### config.mk
export PLATFORM = sky130hd
export DESIGN_NAME = three_stage_iir_compensator_top_flat
export DESIGN_NICKNAME = d
export VERILOG_FILES = /design/src/sv/iirc_pkg.sv /design/src/sv/iirc_if.sv /design/src/sv/iirc_sequencer.sv /design/src/sv/iirc_mul.sv /design/src/sv/iirc_datapath.sv /design/src/sv/three_stage_iir_compensator_top.sv /design/src/flat_wrapper.sv
export SDC_FILE = /design/constraint.sdc
export NUM_CORES = 2
export LEC_CHECK = 0
export BUFFER_PORTS_ARGS = -buffer_cell sky130_fd_sc_hd__buf_4
export CORE_MARGIN = 4
export CORE_UTILIZATION = 23
export DETAILED_ROUTE_END_ITERATION = 6
export PLACE_DENSITY_LB_ADDON = 0.25
export RECOVER_POWER = 50
export SLEW_MARGIN = 20
export SYNTH_ARGS = -nofsm -noshare
export SYNTH_HDL_FRONTEND = slang
export SYNTH_SLANG_ARGS = --single-unit
### constraint.sdc
create_clock -name clock -period 17 [get_ports clock]
set_input_delay 3.4 -clock clock [delete_from_list [all_inputs] [get_ports clock]]
set_output_delay 3.4 -clock clock [all_outputs]
set_load 0.03 [all_outputs]
### src/sv/iirc_pkg.sv
// ----------------------------------------------------------------------------
// iirc_pkg
// Shared widths, register indexes, control word layout and the microcode
// program of the three-stage IIR compensator.
// ----------------------------------------------------------------------------
package iirc_pkg;

   localparam int FRAC_BITS_DEF   = 16;
   localparam int STATE_WIDTH_DEF = 48;

   localparam int SAMPLE_W  = 16;
   localparam int COEF_W    = 32;
   localparam int DRIVE_W   = 32;
   localparam int CSR_IDX_W = 4;
   localparam int NUM_REGS  = 8;
   localparam int REG_IDX_W = $clog2(NUM_REGS);

   // multiplier operand is widened to MUL_W and taken in two halves
   localparam int MUL_W  = 64;
   localparam int HALF_W = MUL_W / 2;

   localparam int PROG_LEN = 22;
   localparam int STEP_W   = $clog2(PROG_LEN);

   localparam logic [COEF_W-1:0]  UNITY     = 32'h0001_0000;
   localparam logic [DRIVE_W-1:0] DRIVE_MAX = 32'h7FFF_FFFF;
   localparam logic [DRIVE_W-1:0] DRIVE_MIN = 32'h8000_0000;

   typedef logic [STEP_W-1:0] step_type;

   typedef enum logic [REG_IDX_W-1:0] {
      REG_A_POLE   = 3'd0,
      REG_A_ZERO   = 3'd1,
      REG_B_POLE   = 3'd2,
      REG_C_POLE   = 3'd3,
      REG_FF_GAIN  = 3'd4,
      REG_C_GAIN   = 3'd5,
      REG_A_GAIN   = 3'd6,
      REG_OUT_GAIN = 3'd7
   } reg_idx_type;

   localparam logic [COEF_W-1:0] CFG_RESET [NUM_REGS] =
      '{32'h0, 32'h0, 32'h0, 32'h0, 32'h0, 32'h0, UNITY, UNITY};

   typedef enum logic [1:0] {
      MOP_NONE = 2'd0,
      MOP_LO   = 2'd1,
      MOP_HI   = 2'd2
   } mop_type;

   typedef enum logic [2:0] {
      MS_XQ  = 3'd0,
      MS_ACC = 3'd1,
      MS_CY1 = 3'd2,
      MS_AX1 = 3'd3,
      MS_AY1 = 3'd4,
      MS_BY1 = 3'd5
   } msrc_type;

   typedef enum logic [1:0] {
      AOP_NONE = 2'd0,
      AOP_LOAD = 2'd1,
      AOP_ADD  = 2'd2,
      AOP_SUB  = 2'd3
   } aop_type;

   typedef enum logic [1:0] {
      AS_XQ  = 2'd0,
      AS_CX1 = 2'd1,
      AS_BX1 = 2'd2,
      AS_PRD = 2'd3
   } asrc_type;

   typedef enum logic [2:0] {
      WR_NONE = 3'd0,
      WR_TMP  = 3'd1,
      WR_C    = 3'd2,
      WR_A    = 3'd3,
      WR_B    = 3'd4
   } wr_type;

   typedef enum logic [1:0] {
      JC_NEXT = 2'd0,
      JC_IN   = 2'd1,
      JC_OUT  = 2'd2,
      JC_JUMP = 2'd3
   } jc_type;

   typedef struct packed {
      mop_type     mop;
      msrc_type    msrc;
      reg_idx_type coef;
      logic        fin;
      aop_type     aop;
      asrc_type    asrc;
      wr_type      wr;
      jc_type      jc;
      step_type    target;
      logic        publish;
   } ctrl_type;

   typedef struct packed {
      logic in_valid;
      logic out_free;
   } stat_type;

   // microcode: a product takes a LO and a HI pass, the FIN step after HI
   // scales and clamps it into the product register
   function automatic ctrl_type ucode(step_type s);
      ctrl_type w;
      w.mop     = MOP_NONE;
      w.msrc    = MS_XQ;
      w.coef    = REG_A_POLE;
      w.fin     = 1'b0;
      w.aop     = AOP_NONE;
      w.asrc    = AS_XQ;
      w.wr      = WR_NONE;
      w.jc      = JC_NEXT;
      w.target  = '0;
      w.publish = 1'b0;
      unique case (s)
         5'd0: begin
            w.mop = MOP_LO; w.msrc = MS_CY1; w.coef = REG_C_POLE; w.jc = JC_IN;
         end
         5'd1: begin
            w.mop = MOP_HI; w.msrc = MS_CY1; w.coef = REG_C_POLE;
            w.aop = AOP_LOAD; w.asrc = AS_XQ;
         end
         5'd2: begin
            w.fin = 1'b1; w.mop = MOP_LO; w.msrc = MS_XQ; w.coef = REG_FF_GAIN;
            w.aop = AOP_SUB; w.asrc = AS_CX1;
         end
         5'd3: begin
            w.mop = MOP_HI; w.msrc = MS_XQ; w.coef = REG_FF_GAIN;
            w.aop = AOP_ADD; w.asrc = AS_PRD;
         end
         5'd4: begin
            w.fin = 1'b1; w.mop = MOP_LO; w.msrc = MS_ACC; w.coef = REG_C_GAIN;
            w.wr = WR_C;
         end
         5'd5: begin
            w.mop = MOP_HI; w.msrc = MS_ACC; w.coef = REG_C_GAIN;
            w.aop = AOP_LOAD; w.asrc = AS_PRD;
         end
         5'd6: begin
            w.fin = 1'b1; w.mop = MOP_LO; w.msrc = MS_AX1; w.coef = REG_A_ZERO;
         end
         5'd7: begin
            w.mop = MOP_HI; w.msrc = MS_AX1; w.coef = REG_A_ZERO;
            w.aop = AOP_ADD; w.asrc = AS_PRD;
         end
         5'd8: begin
            w.fin = 1'b1; w.mop = MOP_LO; w.msrc = MS_AY1; w.coef = REG_A_POLE;
            w.wr = WR_TMP;
         end
         5'd9: begin
            w.mop = MOP_HI; w.msrc = MS_AY1; w.coef = REG_A_POLE;
            w.aop = AOP_ADD; w.asrc = AS_PRD;
         end
         5'd10: begin
            w.fin = 1'b1;
         end
         5'd11: begin
            w.aop = AOP_ADD; w.asrc = AS_PRD;
         end
         5'd12: begin
            w.mop = MOP_LO; w.msrc = MS_ACC; w.coef = REG_A_GAIN; w.wr = WR_A;
         end
         5'd13: begin
            w.mop = MOP_HI; w.msrc = MS_ACC; w.coef = REG_A_GAIN;
         end
         5'd14: begin
            w.fin = 1'b1; w.mop = MOP_LO; w.msrc = MS_BY1; w.coef = REG_B_POLE;
         end
         5'd15: begin
            w.mop = MOP_HI; w.msrc = MS_BY1; w.coef = REG_B_POLE;
            w.aop = AOP_LOAD; w.asrc = AS_PRD;
         end
         5'd16: begin
            w.fin = 1'b1; w.aop = AOP_ADD; w.asrc = AS_BX1; w.wr = WR_TMP;
         end
         5'd17: begin
            w.aop = AOP_ADD; w.asrc = AS_PRD;
         end
         5'd18: begin
            w.mop = MOP_LO; w.msrc = MS_ACC; w.coef = REG_OUT_GAIN; w.wr = WR_B;
         end
         5'd19: begin
            w.mop = MOP_HI; w.msrc = MS_ACC; w.coef = REG_OUT_GAIN;
         end
         5'd20: begin
            w.fin = 1'b1;
         end
         5'd21: begin
            w.publish = 1'b1; w.jc = JC_OUT; w.target = '0;
         end
         default: begin
            w.jc = JC_JUMP; w.target = '0;
         end
      endcase
      return w;
   endfunction

endpackage

### src/sv/iirc_if.sv
// ----------------------------------------------------------------------------
// iirc channel interfaces
// Valid/ready channels for sample words, result words and register writes.
// ----------------------------------------------------------------------------
interface iirc_req_if import iirc_pkg::*; ();
   logic                       valid;
   logic                       ready;
   logic signed [SAMPLE_W-1:0] error_sample;
   modport source (output valid, output error_sample, input ready);
   modport sink (input valid, input error_sample, output ready);
endinterface

interface iirc_rsp_if import iirc_pkg::*; ();
   logic                      valid;
   logic                      ready;
   logic signed [DRIVE_W-1:0] drive_value;
   logic                      saturated;
   modport source (output valid, output drive_value, output saturated, input ready);
   modport sink (input valid, input drive_value, input saturated, output ready);
endinterface

interface iirc_csr_if import iirc_pkg::*; ();
   logic                 valid;
   logic                 ready;
   logic [CSR_IDX_W-1:0] index;
   logic [COEF_W-1:0]    data;
   modport source (output valid, output index, output data, input ready);
   modport sink (input valid, input index, input data, output ready);
endinterface

### src/sv/iirc_sequencer.sv
// ----------------------------------------------------------------------------
// iirc_sequencer
// Step counter over the microcode table, with wait-for-sample and
// wait-for-output-slot jumps.
// ----------------------------------------------------------------------------
module iirc_sequencer import iirc_pkg::*; (
   input  logic     clock,
   input  logic     reset,
   input  stat_type stat,
   output ctrl_type ctrl,
   output logic     in_ready
);

   step_type step_ff, step_in;

   always_comb begin
      ctrl     = ucode(step_ff);
      in_ready = (ctrl.jc == JC_IN);
      unique case (ctrl.jc)
         JC_NEXT: step_in = step_ff + 1'b1;
         JC_IN:   step_in = stat.in_valid ? step_ff + 1'b1 : step_ff;
         JC_OUT:  step_in = stat.out_free ? ctrl.target : step_ff;
         JC_JUMP: step_in = ctrl.target;
      endcase
   end

   always_ff @(posedge clock) begin
      if (reset) begin
         step_ff <= '0;
      end else begin
         step_ff <= step_in;
      end
   end

endmodule

### src/sv/iirc_mul.sv
// ----------------------------------------------------------------------------
// iirc_mul
// Shared 32x32 multiplier: two passes per product, then floor scaling by
// the fraction bits and clamping to the state width.
// ----------------------------------------------------------------------------
module iirc_mul import iirc_pkg::*; #(
   parameter int FRAC_BITS   = FRAC_BITS_DEF,
   parameter int STATE_WIDTH = STATE_WIDTH_DEF
) (
   input  logic                          clock,
   input  mop_type                       mop,
   input  logic                          fin,
   input  logic signed [STATE_WIDTH-1:0] opd,
   input  logic signed [COEF_W-1:0]      coef,
   output logic signed [STATE_WIDTH-1:0] prd,
   output logic                          fin_sat
);

   localparam int SW     = STATE_WIDTH;
   localparam int FULL_W = MUL_W + COEF_W;
   localparam logic signed [SW-1:0] ST_MAX = {1'b0, {(SW-1){1'b1}}};
   localparam logic signed [SW-1:0] ST_MIN = {1'b1, {(SW-1){1'b0}}};

   logic signed [MUL_W-1:0]         opd_ext;
   logic signed [HALF_W:0]          half_opd;
   logic signed [HALF_W+COEF_W:0]   pp_in;
   logic signed [HALF_W+COEF_W:0]   pp_lo_ff;
   logic signed [HALF_W+COEF_W-1:0] pp_hi_ff;
   logic signed [FULL_W-1:0]        full, quo;
   logic [FULL_W-SW:0]              top_bits;
   logic signed [SW-1:0]            prd_ff, prd_in;

   always_comb begin
      opd_ext = MUL_W'(opd);
      // low half is taken unsigned, high half carries the sign
      if (mop == MOP_HI) begin
         half_opd = {opd_ext[MUL_W-1], opd_ext[MUL_W-1:HALF_W]};
      end else begin
         half_opd = {1'b0, opd_ext[HALF_W-1:0]};
      end
      pp_in    = half_opd * coef;
      // recombine the halves, arithmetic shift gives the floor
      full     = (FULL_W'(pp_hi_ff) <<< HALF_W) + FULL_W'(pp_lo_ff);
      quo      = full >>> FRAC_BITS;
      top_bits = quo[FULL_W-1:SW-1];
      fin_sat  = !((&top_bits) || (~|top_bits));
      if (fin_sat) begin
         prd_in = quo[FULL_W-1] ? ST_MIN : ST_MAX;
      end else begin
         prd_in = quo[SW-1:0];
      end
   end

   always_ff @(posedge clock) begin
      if (mop == MOP_LO) begin
         pp_lo_ff <= pp_in;
      end
      if (mop == MOP_HI) begin
         pp_hi_ff <= pp_in[HALF_W+COEF_W-1:0];
      end
      if (fin) begin
         prd_ff <= prd_in;
      end
   end

   assign prd = prd_ff;

endmodule

### src/sv/iirc_datapath.sv
// ----------------------------------------------------------------------------
// iirc_datapath
// Coefficient registers, section state, saturating accumulator and the
// result register, steered by the control word.
// ----------------------------------------------------------------------------
module iirc_datapath import iirc_pkg::*; #(
   parameter int FRAC_BITS   = FRAC_BITS_DEF,
   parameter int STATE_WIDTH = STATE_WIDTH_DEF
) (
   input  logic                       clock,
   input  logic                       reset,
   input  ctrl_type                   ctrl,
   input  logic                       in_fire,
   input  logic signed [SAMPLE_W-1:0] sample,
   input  logic                       csr_fire,
   input  logic [CSR_IDX_W-1:0]       csr_index,
   input  logic [COEF_W-1:0]          csr_data,
   input  logic                       rsp_ready,
   output logic                       out_free,
   output logic                       rsp_valid,
   output logic signed [DRIVE_W-1:0]  drive_value,
   output logic                       saturated
);

   localparam int SW  = STATE_WIDTH;
   localparam int SW1 = SW + 1;
   localparam int XW  = (SAMPLE_W + FRAC_BITS > SW) ? SAMPLE_W + FRAC_BITS : SW;
   localparam logic signed [SW-1:0] ST_MAX = {1'b0, {(SW-1){1'b1}}};
   localparam logic signed [SW-1:0] ST_MIN = {1'b1, {(SW-1){1'b0}}};

   logic [COEF_W-1:0]    cfg_ff [NUM_REGS];
   logic signed [SW-1:0] xq_ff, acc_ff, acc_in, tmp_ff;
   logic signed [SW-1:0] cx1_ff, cy1_ff, ax1_ff, ay1_ff, bx1_ff, by1_ff;
   logic                 sat_ff, rsp_valid_ff, rsp_sat_ff;
   logic signed [DRIVE_W-1:0] drive_ff, drive_in;

   logic signed [XW-1:0] xw;
   logic [XW-SW:0]       x_top;
   logic signed [SW-1:0] xq_in;
   logic                 xq_sat;

   logic signed [SW-1:0] mul_opd, alu_src, prd;
   logic signed [COEF_W-1:0] mul_coef;
   logic                 fin_sat;

   logic signed [SW1-1:0] a_ext, b_ext, sum;
   logic                  alu_sat;
   logic [SW-DRIVE_W:0]   d_top;
   logic                  out_sat, publish_fire;

   iirc_mul #(
      .FRAC_BITS   (FRAC_BITS),
      .STATE_WIDTH (STATE_WIDTH)
   ) u_mul (
      .clock   (clock),
      .mop     (ctrl.mop),
      .fin     (ctrl.fin),
      .opd     (mul_opd),
      .coef    (mul_coef),
      .prd     (prd),
      .fin_sat (fin_sat)
   );

   // sample scaling into the state format
   always_comb begin
      xw     = XW'(sample) <<< FRAC_BITS;
      x_top  = xw[XW-1:SW-1];
      xq_sat = !((&x_top) || (~|x_top));
      if (xq_sat) begin
         xq_in = xw[XW-1] ? ST_MIN : ST_MAX;
      end else begin
         xq_in = xw[SW-1:0];
      end
   end

   always_comb begin
      mul_coef = cfg_ff[ctrl.coef];
      unique case (ctrl.msrc)
         MS_XQ:   mul_opd = xq_ff;
         MS_ACC:  mul_opd = acc_ff;
         MS_CY1:  mul_opd = cy1_ff;
         MS_AX1:  mul_opd = ax1_ff;
         MS_AY1:  mul_opd = ay1_ff;
         MS_BY1:  mul_opd = by1_ff;
         default: mul_opd = xq_ff;
      endcase
   end

   // saturating accumulator
   always_comb begin
      unique case (ctrl.asrc)
         AS_XQ:  alu_src = xq_ff;
         AS_CX1: alu_src = cx1_ff;
         AS_BX1: alu_src = bx1_ff;
         AS_PRD: alu_src = prd;
      endcase
      a_ext = SW1'(acc_ff);
      b_ext = SW1'(alu_src);
      sum   = (ctrl.aop == AOP_SUB) ? a_ext - b_ext : a_ext + b_ext;
      alu_sat = 1'b0;
      unique case (ctrl.aop)
         AOP_NONE: acc_in = acc_ff;
         AOP_LOAD: acc_in = alu_src;
         AOP_ADD, AOP_SUB: begin
            alu_sat = (sum[SW] != sum[SW-1]);
            if (alu_sat) begin
               acc_in = sum[SW] ? ST_MIN : ST_MAX;
            end else begin
               acc_in = sum[SW-1:0];
            end
         end
      endcase
   end

   // result clamp to the drive range
   always_comb begin
      d_top   = prd[SW-1:DRIVE_W-1];
      out_sat = !((&d_top) || (~|d_top));
      if (out_sat) begin
         drive_in = prd[SW-1] ? DRIVE_MIN : DRIVE_MAX;
      end else begin
         drive_in = prd[DRIVE_W-1:0];
      end
      out_free     = !rsp_valid_ff || rsp_ready;
      publish_fire = ctrl.publish && out_free;
   end

   always_ff @(posedge clock) begin
      if (reset) begin
         cfg_ff       <= CFG_RESET;
         cx1_ff       <= '0;
         cy1_ff       <= '0;
         ax1_ff       <= '0;
         ay1_ff       <= '0;
         bx1_ff       <= '0;
         by1_ff       <= '0;
         sat_ff       <= 1'b0;
         rsp_valid_ff <= 1'b0;
      end else begin
         if (csr_fire && (csr_index < CSR_IDX_W'(NUM_REGS))) begin
            cfg_ff[csr_index[REG_IDX_W-1:0]] <= csr_data;
         end
         unique case (ctrl.wr)
            WR_C: begin
               cx1_ff <= xq_ff;
               cy1_ff <= acc_ff;
            end
            WR_A: begin
               ax1_ff <= tmp_ff;
               ay1_ff <= acc_ff;
            end
            WR_B: begin
               bx1_ff <= tmp_ff;
               by1_ff <= acc_ff;
            end
            default: begin
            end
         endcase
         if (in_fire) begin
            sat_ff <= xq_sat;
         end else begin
            sat_ff <= sat_ff | alu_sat | (ctrl.fin & fin_sat);
         end
         if (publish_fire) begin
            rsp_valid_ff <= 1'b1;
         end else if (rsp_ready) begin
            rsp_valid_ff <= 1'b0;
         end
      end
   end

   always_ff @(posedge clock) begin
      if (in_fire) begin
         xq_ff <= xq_in;
      end
      acc_ff <= acc_in;
      if (ctrl.wr == WR_TMP) begin
         tmp_ff <= acc_ff;
      end
      if (publish_fire) begin
         drive_ff   <= drive_in;
         rsp_sat_ff <= sat_ff | out_sat;
      end
   end

   assign rsp_valid   = rsp_valid_ff;
   assign drive_value = drive_ff;
   assign saturated   = rsp_sat_ff;

endmodule

### src/sv/three_stage_iir_compensator_top.sv
// ----------------------------------------------------------------------------
// three_stage_iir_compensator_top
// Cascade of a differentiator, a pole-zero and an integrator section in
// fixed point, run by a microcoded sequencer over one shared multiplier.
// ----------------------------------------------------------------------------
//  channel  direction  payload                      handshake
//  req_ch   in         error_sample                 valid/ready
//  rsp_ch   out        drive_value, saturated       valid/ready
//  csr_ch   in         index, data                  valid/ready, ready out of reset
//
// eight products on the shared 32x32 multiplier, each a low and a high pass
// plus a scaling step, make up the program; a new word is taken only once
// the program for the previous one has run; the result is registered at its last step
// a sample is taken while the previous result still waits in its register;
// the last step holds while that register is full and not being read
// synchronous reset loads the reset coefficients and clears section state and the step counter
// ----------------------------------------------------------------------------
module three_stage_iir_compensator_top import iirc_pkg::*; #(
   parameter int FRAC_BITS   = FRAC_BITS_DEF,
   parameter int STATE_WIDTH = STATE_WIDTH_DEF
) (
   input logic        clock,
   input logic        reset,
   iirc_req_if.sink   req_ch,
   iirc_rsp_if.source rsp_ch,
   iirc_csr_if.sink   csr_ch
);

   ctrl_type ctrl;
   stat_type stat;
   logic     in_ready, in_fire, out_free;

   assign stat.in_valid = req_ch.valid;
   assign stat.out_free = out_free;
   assign req_ch.ready  = in_ready && !reset;
   assign in_fire       = req_ch.valid && req_ch.ready;
   assign csr_ch.ready  = !reset;

   iirc_sequencer u_seq (
      .clock    (clock),
      .reset    (reset),
      .stat     (stat),
      .ctrl     (ctrl),
      .in_ready (in_ready)
   );

   iirc_datapath #(
      .FRAC_BITS   (FRAC_BITS),
      .STATE_WIDTH (STATE_WIDTH)
   ) u_dp (
      .clock       (clock),
      .reset       (reset),
      .ctrl        (ctrl),
      .in_fire     (in_fire),
      .sample      (req_ch.error_sample),
      .csr_fire    (csr_ch.valid && csr_ch.ready),
      .csr_index   (csr_ch.index),
      .csr_data    (csr_ch.data),
      .rsp_ready   (rsp_ch.ready),
      .out_free    (out_free),
      .rsp_valid   (rsp_ch.valid),
      .drive_value (rsp_ch.drive_value),
      .saturated   (rsp_ch.saturated)
   );

endmodule

### src/flat_wrapper.sv
// flat-port wrapper written by rule: the top's interface ports become plain ports
module three_stage_iir_compensator_top_flat import iirc_pkg::*;
#(
   parameter int FRAC_BITS   = FRAC_BITS_DEF,
   parameter int STATE_WIDTH = STATE_WIDTH_DEF
)
  (clock, reset, req_ch_valid, req_ch_error_sample, req_ch_ready, rsp_ch_valid, rsp_ch_drive_value, rsp_ch_saturated, rsp_ch_ready, csr_ch_valid, csr_ch_index, csr_ch_data, csr_ch_ready);
  iirc_req_if req_ch_i ();
  iirc_rsp_if rsp_ch_i ();
  iirc_csr_if csr_ch_i ();
  input logic clock;
  input logic reset;
  input wire logic [$bits(req_ch_i.valid)-1:0] req_ch_valid;
  input wire logic [$bits(req_ch_i.error_sample)-1:0] req_ch_error_sample;
  output wire logic [$bits(req_ch_i.ready)-1:0] req_ch_ready;
  output wire logic [$bits(rsp_ch_i.valid)-1:0] rsp_ch_valid;
  output wire logic [$bits(rsp_ch_i.drive_value)-1:0] rsp_ch_drive_value;
  output wire logic [$bits(rsp_ch_i.saturated)-1:0] rsp_ch_saturated;
  input wire logic [$bits(rsp_ch_i.ready)-1:0] rsp_ch_ready;
  input wire logic [$bits(csr_ch_i.valid)-1:0] csr_ch_valid;
  input wire logic [$bits(csr_ch_i.index)-1:0] csr_ch_index;
  input wire logic [$bits(csr_ch_i.data)-1:0] csr_ch_data;
  output wire logic [$bits(csr_ch_i.ready)-1:0] csr_ch_ready;
  assign req_ch_i.valid = req_ch_valid;
  assign req_ch_i.error_sample = req_ch_error_sample;
  assign req_ch_ready = req_ch_i.ready;
  assign rsp_ch_valid = rsp_ch_i.valid;
  assign rsp_ch_drive_value = rsp_ch_i.drive_value;
  assign rsp_ch_saturated = rsp_ch_i.saturated;
  assign rsp_ch_i.ready = rsp_ch_ready;
  assign csr_ch_i.valid = csr_ch_valid;
  assign csr_ch_i.index = csr_ch_index;
  assign csr_ch_i.data = csr_ch_data;
  assign csr_ch_ready = csr_ch_i.ready;
  three_stage_iir_compensator_top #(.FRAC_BITS(FRAC_BITS), .STATE_WIDTH(STATE_WIDTH)) u_core (.clock(clock), .reset(reset), .req_ch(req_ch_i), .rsp_ch(rsp_ch_i), .csr_ch(csr_ch_i));
endmodule
==> results.cfg <==
[clocking]
cts.clk_slew.worst_paths_ps = 60
cts_resized = 0
clk_path_buf_depth = 3
cts_sinks = 825
postCtsSetupBuffers = 0
htree_levels = 3
hold_buffers = 0
clk_latency_ps = 730
cts_tree = done
cts_root_buf = clkbuf_16
cts_made_buffers = 93

[die]
io_pins = 93
die_area_sq_um = 354000
die_width_um = 595
coreArea_sq_um = 343000
rows = 215
start_util = 0.231
die_y_um = 595

[drt]
drc = 2
firstDrtPassIters = 7
wl_met2_um = 141000
dr_wl_met3_um = 19200
num_vias = 66100
top_layer_used = met5
wl_per_cell_um = 22.6
wl_um = 312000
via_per_inst = 4.79
wl_met1_um = 140000
ant_nets = 0
drt_iter0_drc = 6319

[timing]
finalHoldViolCount = 0
fmax_mhz = 69.4
tns_ps = 0
setup_ws_ps = 2600
final.min_clock_period_ps = 14400
maxSlewHeadroom = -2.76
worst_slew_pin_slew_ps = 5640
fin_crit_sh = 0.847
finClkSkew_ps = 61.1
rsz0062_at_grt = false
finalSetupViolations = 0
whs_ps = 454
drv_slew = 709

[synth]
synth_nets = 10900
synth-warning-count = 0
synth_compound_area_frac = 0.131
ys_ff_latch = 825
synthFlopType = dfxtp_1
synth_xor_area_frac = 0.0232
synthArstFlopShare = 0
synthCells = 9381
yosysSeqAreaShare = 0.247
syn_area_sq_um = 79300
synth_cell_types = 91
synth_top_family_by_area = adder cells
synth_edf_count = 306
synth.area.mux_share = 0.00444
synthAdderAreaFrac = 0.329
avgSynthCellArea_sq_um = 8.45
yosys.area_share.simple = 0.183

[critical_path]
startpoint_type = register
crit_path_frequent_cell = fa_1
cp_num_buf_inv = 7
path_max_fanout = 66
crit_arrival_ps = 14840
crit_path_top_delay_cell = clkbuf_1
critical-path-top-delay-family = adder cells
end_kind = register
startpoint = u_core.u_seq.step_ff[1]$_SDFFE_PP0P_
r2r_slack_ps = 2600
path_class = register to register
reg2reg_depth = 32
endpoint = u_core.u_dp.u_mul.pp_lo_ff[63]$_DFFE_PN_
reg2reg_to = u_core.u_dp.u_mul.pp_lo_ff[63]$_DFFE_PN_
worst-path-stages = 32
slowest_delay_ps = 2620
required_ps = 17440
rr_startpoint = u_core.u_seq.step_ff[1]$_SDFFE_PP0P_

[final_layout]
fillerInstances = 37000
drive_gt1_frac = 0.0548
final_nets = 10600
area_delta_synth_final_pct = 11.7

[placement]
place_congestion = 0.910
numPortBuffers = 92
pre_cts_ws_ps = 3810
dp_hpwl_um = 230000

[hold_path]
holdPathStages = 2
hold_class = register to register

[global_routing]
gr-usage-all-layers = 0.173
antenna_found_initial = 24
overflow = 0
grt_max_degree = 128
grt_pass1_wl_um = 461000
grt_pass1_vias = 67300

[outcome]
status = finished with violations
violations = DRC, capacitance limit, slew limit

[run]
max_cap_violations = 15
==> cell type report <==
class | count | area, sq um | share of cell area
multi-input combinational | 6844 | 54000 | 0.610
sequential | 825 | 19600 | 0.221
tap | 4557 | 5700 | 0.0644
inverter | 1108 | 4160 | 0.0470
clock buffer | 134 | 2740 | 0.0309
timing repair buffer | 279 | 1930 | 0.0218
clock inverter | 37 | 397 | 0.00448
antenna | 6 | 15.0 | 0.000170
==> logic make-up after synthesis <==
| kind of cell | count (synthesis) |
|---|---|
| AND/OR/NAND/NOR | 3506 |
| buffers and inverters | 1712 |
| AO/OA/AOI/OAI | 1676 |
| adder cells (fa/ha/maj) | 1417 |
| flip-flops | 825 |
| XOR/XNOR | 210 |
| multiplexers | 35 |
==> worst register-to-register path, delay by kind of cell (launching register included) <==
| family | cells | cell delay, ps |
|---|---|---|
| compound gates | 6 | 1560 |
| fa+ha+maj | 10 | 5860 |
| buf+inv | 7 | 3940 |
| flops | 1 | 350 |
| simple gates | 9 | 2400 |
==> through the flow <==
step	cell area (sq um)	instances	utilization
after global routing	88500	13800	0.258
after CTS	88700	13800	0.259
after global placement	85500	13600	0.249
after detailed placement	85600	13600	0.249
after floorplan	79300	9381	-
final	88500	13800	0.258
==> cell usage after synthesis (34+ instances only) <==
cell type  instances  area share
o21bai_1          35      0.0033
a31oi_1           54      0.0043
clkbuf_1         493       0.023
nor2_1           729       0.035
dfxtp_1          519        0.13
nand3_1          203       0.013
a21o_1           148       0.014
nand2b_1          68      0.0054
edfxtp_1         306        0.12
and3_1            55      0.0043
buf_1             53      0.0025
xor2_1            79      0.0087
xnor2_1          131       0.014
nor2b_1           55      0.0043
nand4_1           48      0.0038
mux2i_1           34      0.0043
inv_1           1107       0.052
fa_1            1114        0.28
a21oi_1          796       0.050
nand2_1         2149        0.10
ha_1             303       0.048
o21ai_0          192       0.012
and2_1            34      0.0027
o21a_1            68      0.0064
nor3_1            47      0.0030
==> flip-flops by register name, indices dropped and copies added, names as in the netlist, 5 cells and up <==
| signal | count |
|---|---|
| u_core.u_dp.xq_ff | 16 |
| u_core.u_dp.u_mul.pp_lo_ff | 49 |
| u_core.u_dp.by1_ff | 48 |
| u_core.u_dp.acc_ff | 48 |
| u_core.u_dp.u_mul.prd | 48 |
| u_core.u_dp.drive_value | 32 |
| u_core.u_dp.ay1_ff | 48 |
| u_core.u_dp.u_mul.pp_hi_ff | 64 |
| u_core.u_dp.cy1_ff | 48 |
| u_core.u_dp.tmp_ff | 48 |
| u_core.u_dp.cx1_ff | 16 |
| u_core.u_dp.cfg_ff | 256 |
| u_core.u_dp.bx1_ff | 48 |
| u_core.u_dp.ax1_ff | 48 |
| u_core.u_seq.step_ff | 5 |
==> cell usage in the layout, fill, tap and decap left out, types with 68 or more instances in the layout <==
| cell | instances |
|---|---|
| nand2_1 | 2147 |
| fa_1 | 1114 |
| inv_1 | 1106 |
| a21oi_1 | 795 |
| nor2_1 | 723 |
| dfxtp_1 | 519 |
| edfxtp_1 | 306 |
| ha_1 | 303 |
| nand3_1 | 202 |
| buf_4 | 202 |
| o21ai_0 | 188 |
| a21o_1 | 147 |
| xnor2_1 | 129 |
| clkbuf_16 | 99 |
| clkbuf_1 | 81 |
| xor2_1 | 79 |
| nand2b_1 | 68 |
==> how the worst min path moves through the flow <==
stage / end / from / slack, ps
5_1_grt: u_core.u_dp.cfg_ff[208]$_SDFFE_PP0P_ / u_core.u_dp.cfg_ff[208]$_SDFFE_PP0P_ / 470
3_3_place_gp: u_core.u_dp.cy1_ff[31]$_SDFFE_PP0N_ / u_core.u_dp.cy1_ff[31]$_SDFFE_PP0N_ / 440
2_1_floorplan: u_core.u_dp.bx1_ff[4]$_SDFFE_PP0N_ / u_core.u_dp.bx1_ff[4]$_SDFFE_PP0N_ / 430
4_1_cts: u_core.u_dp.cy1_ff[31]$_SDFFE_PP0N_ / u_core.u_dp.cy1_ff[31]$_SDFFE_PP0N_ / 450
6_report: u_core.u_dp.cfg_ff[130]$_SDFFE_PP0P_ / u_core.u_dp.cfg_ff[130]$_SDFFE_PP0P_ / 450
3_5_place_dp: u_core.u_dp.cy1_ff[31]$_SDFFE_PP0N_ / u_core.u_dp.cy1_ff[31]$_SDFFE_PP0N_ / 440
==> layer usage <==
metal,track usage,up-vias
li1,-,29600
met1,0.241,33800
met2,0.278,2271
met3,0.0220,421
met4,0.0538,2
met5,0,-
Power is not shown: default switching activity piles up to over one toggle a cycle in this logic, so the estimate is an artifact.
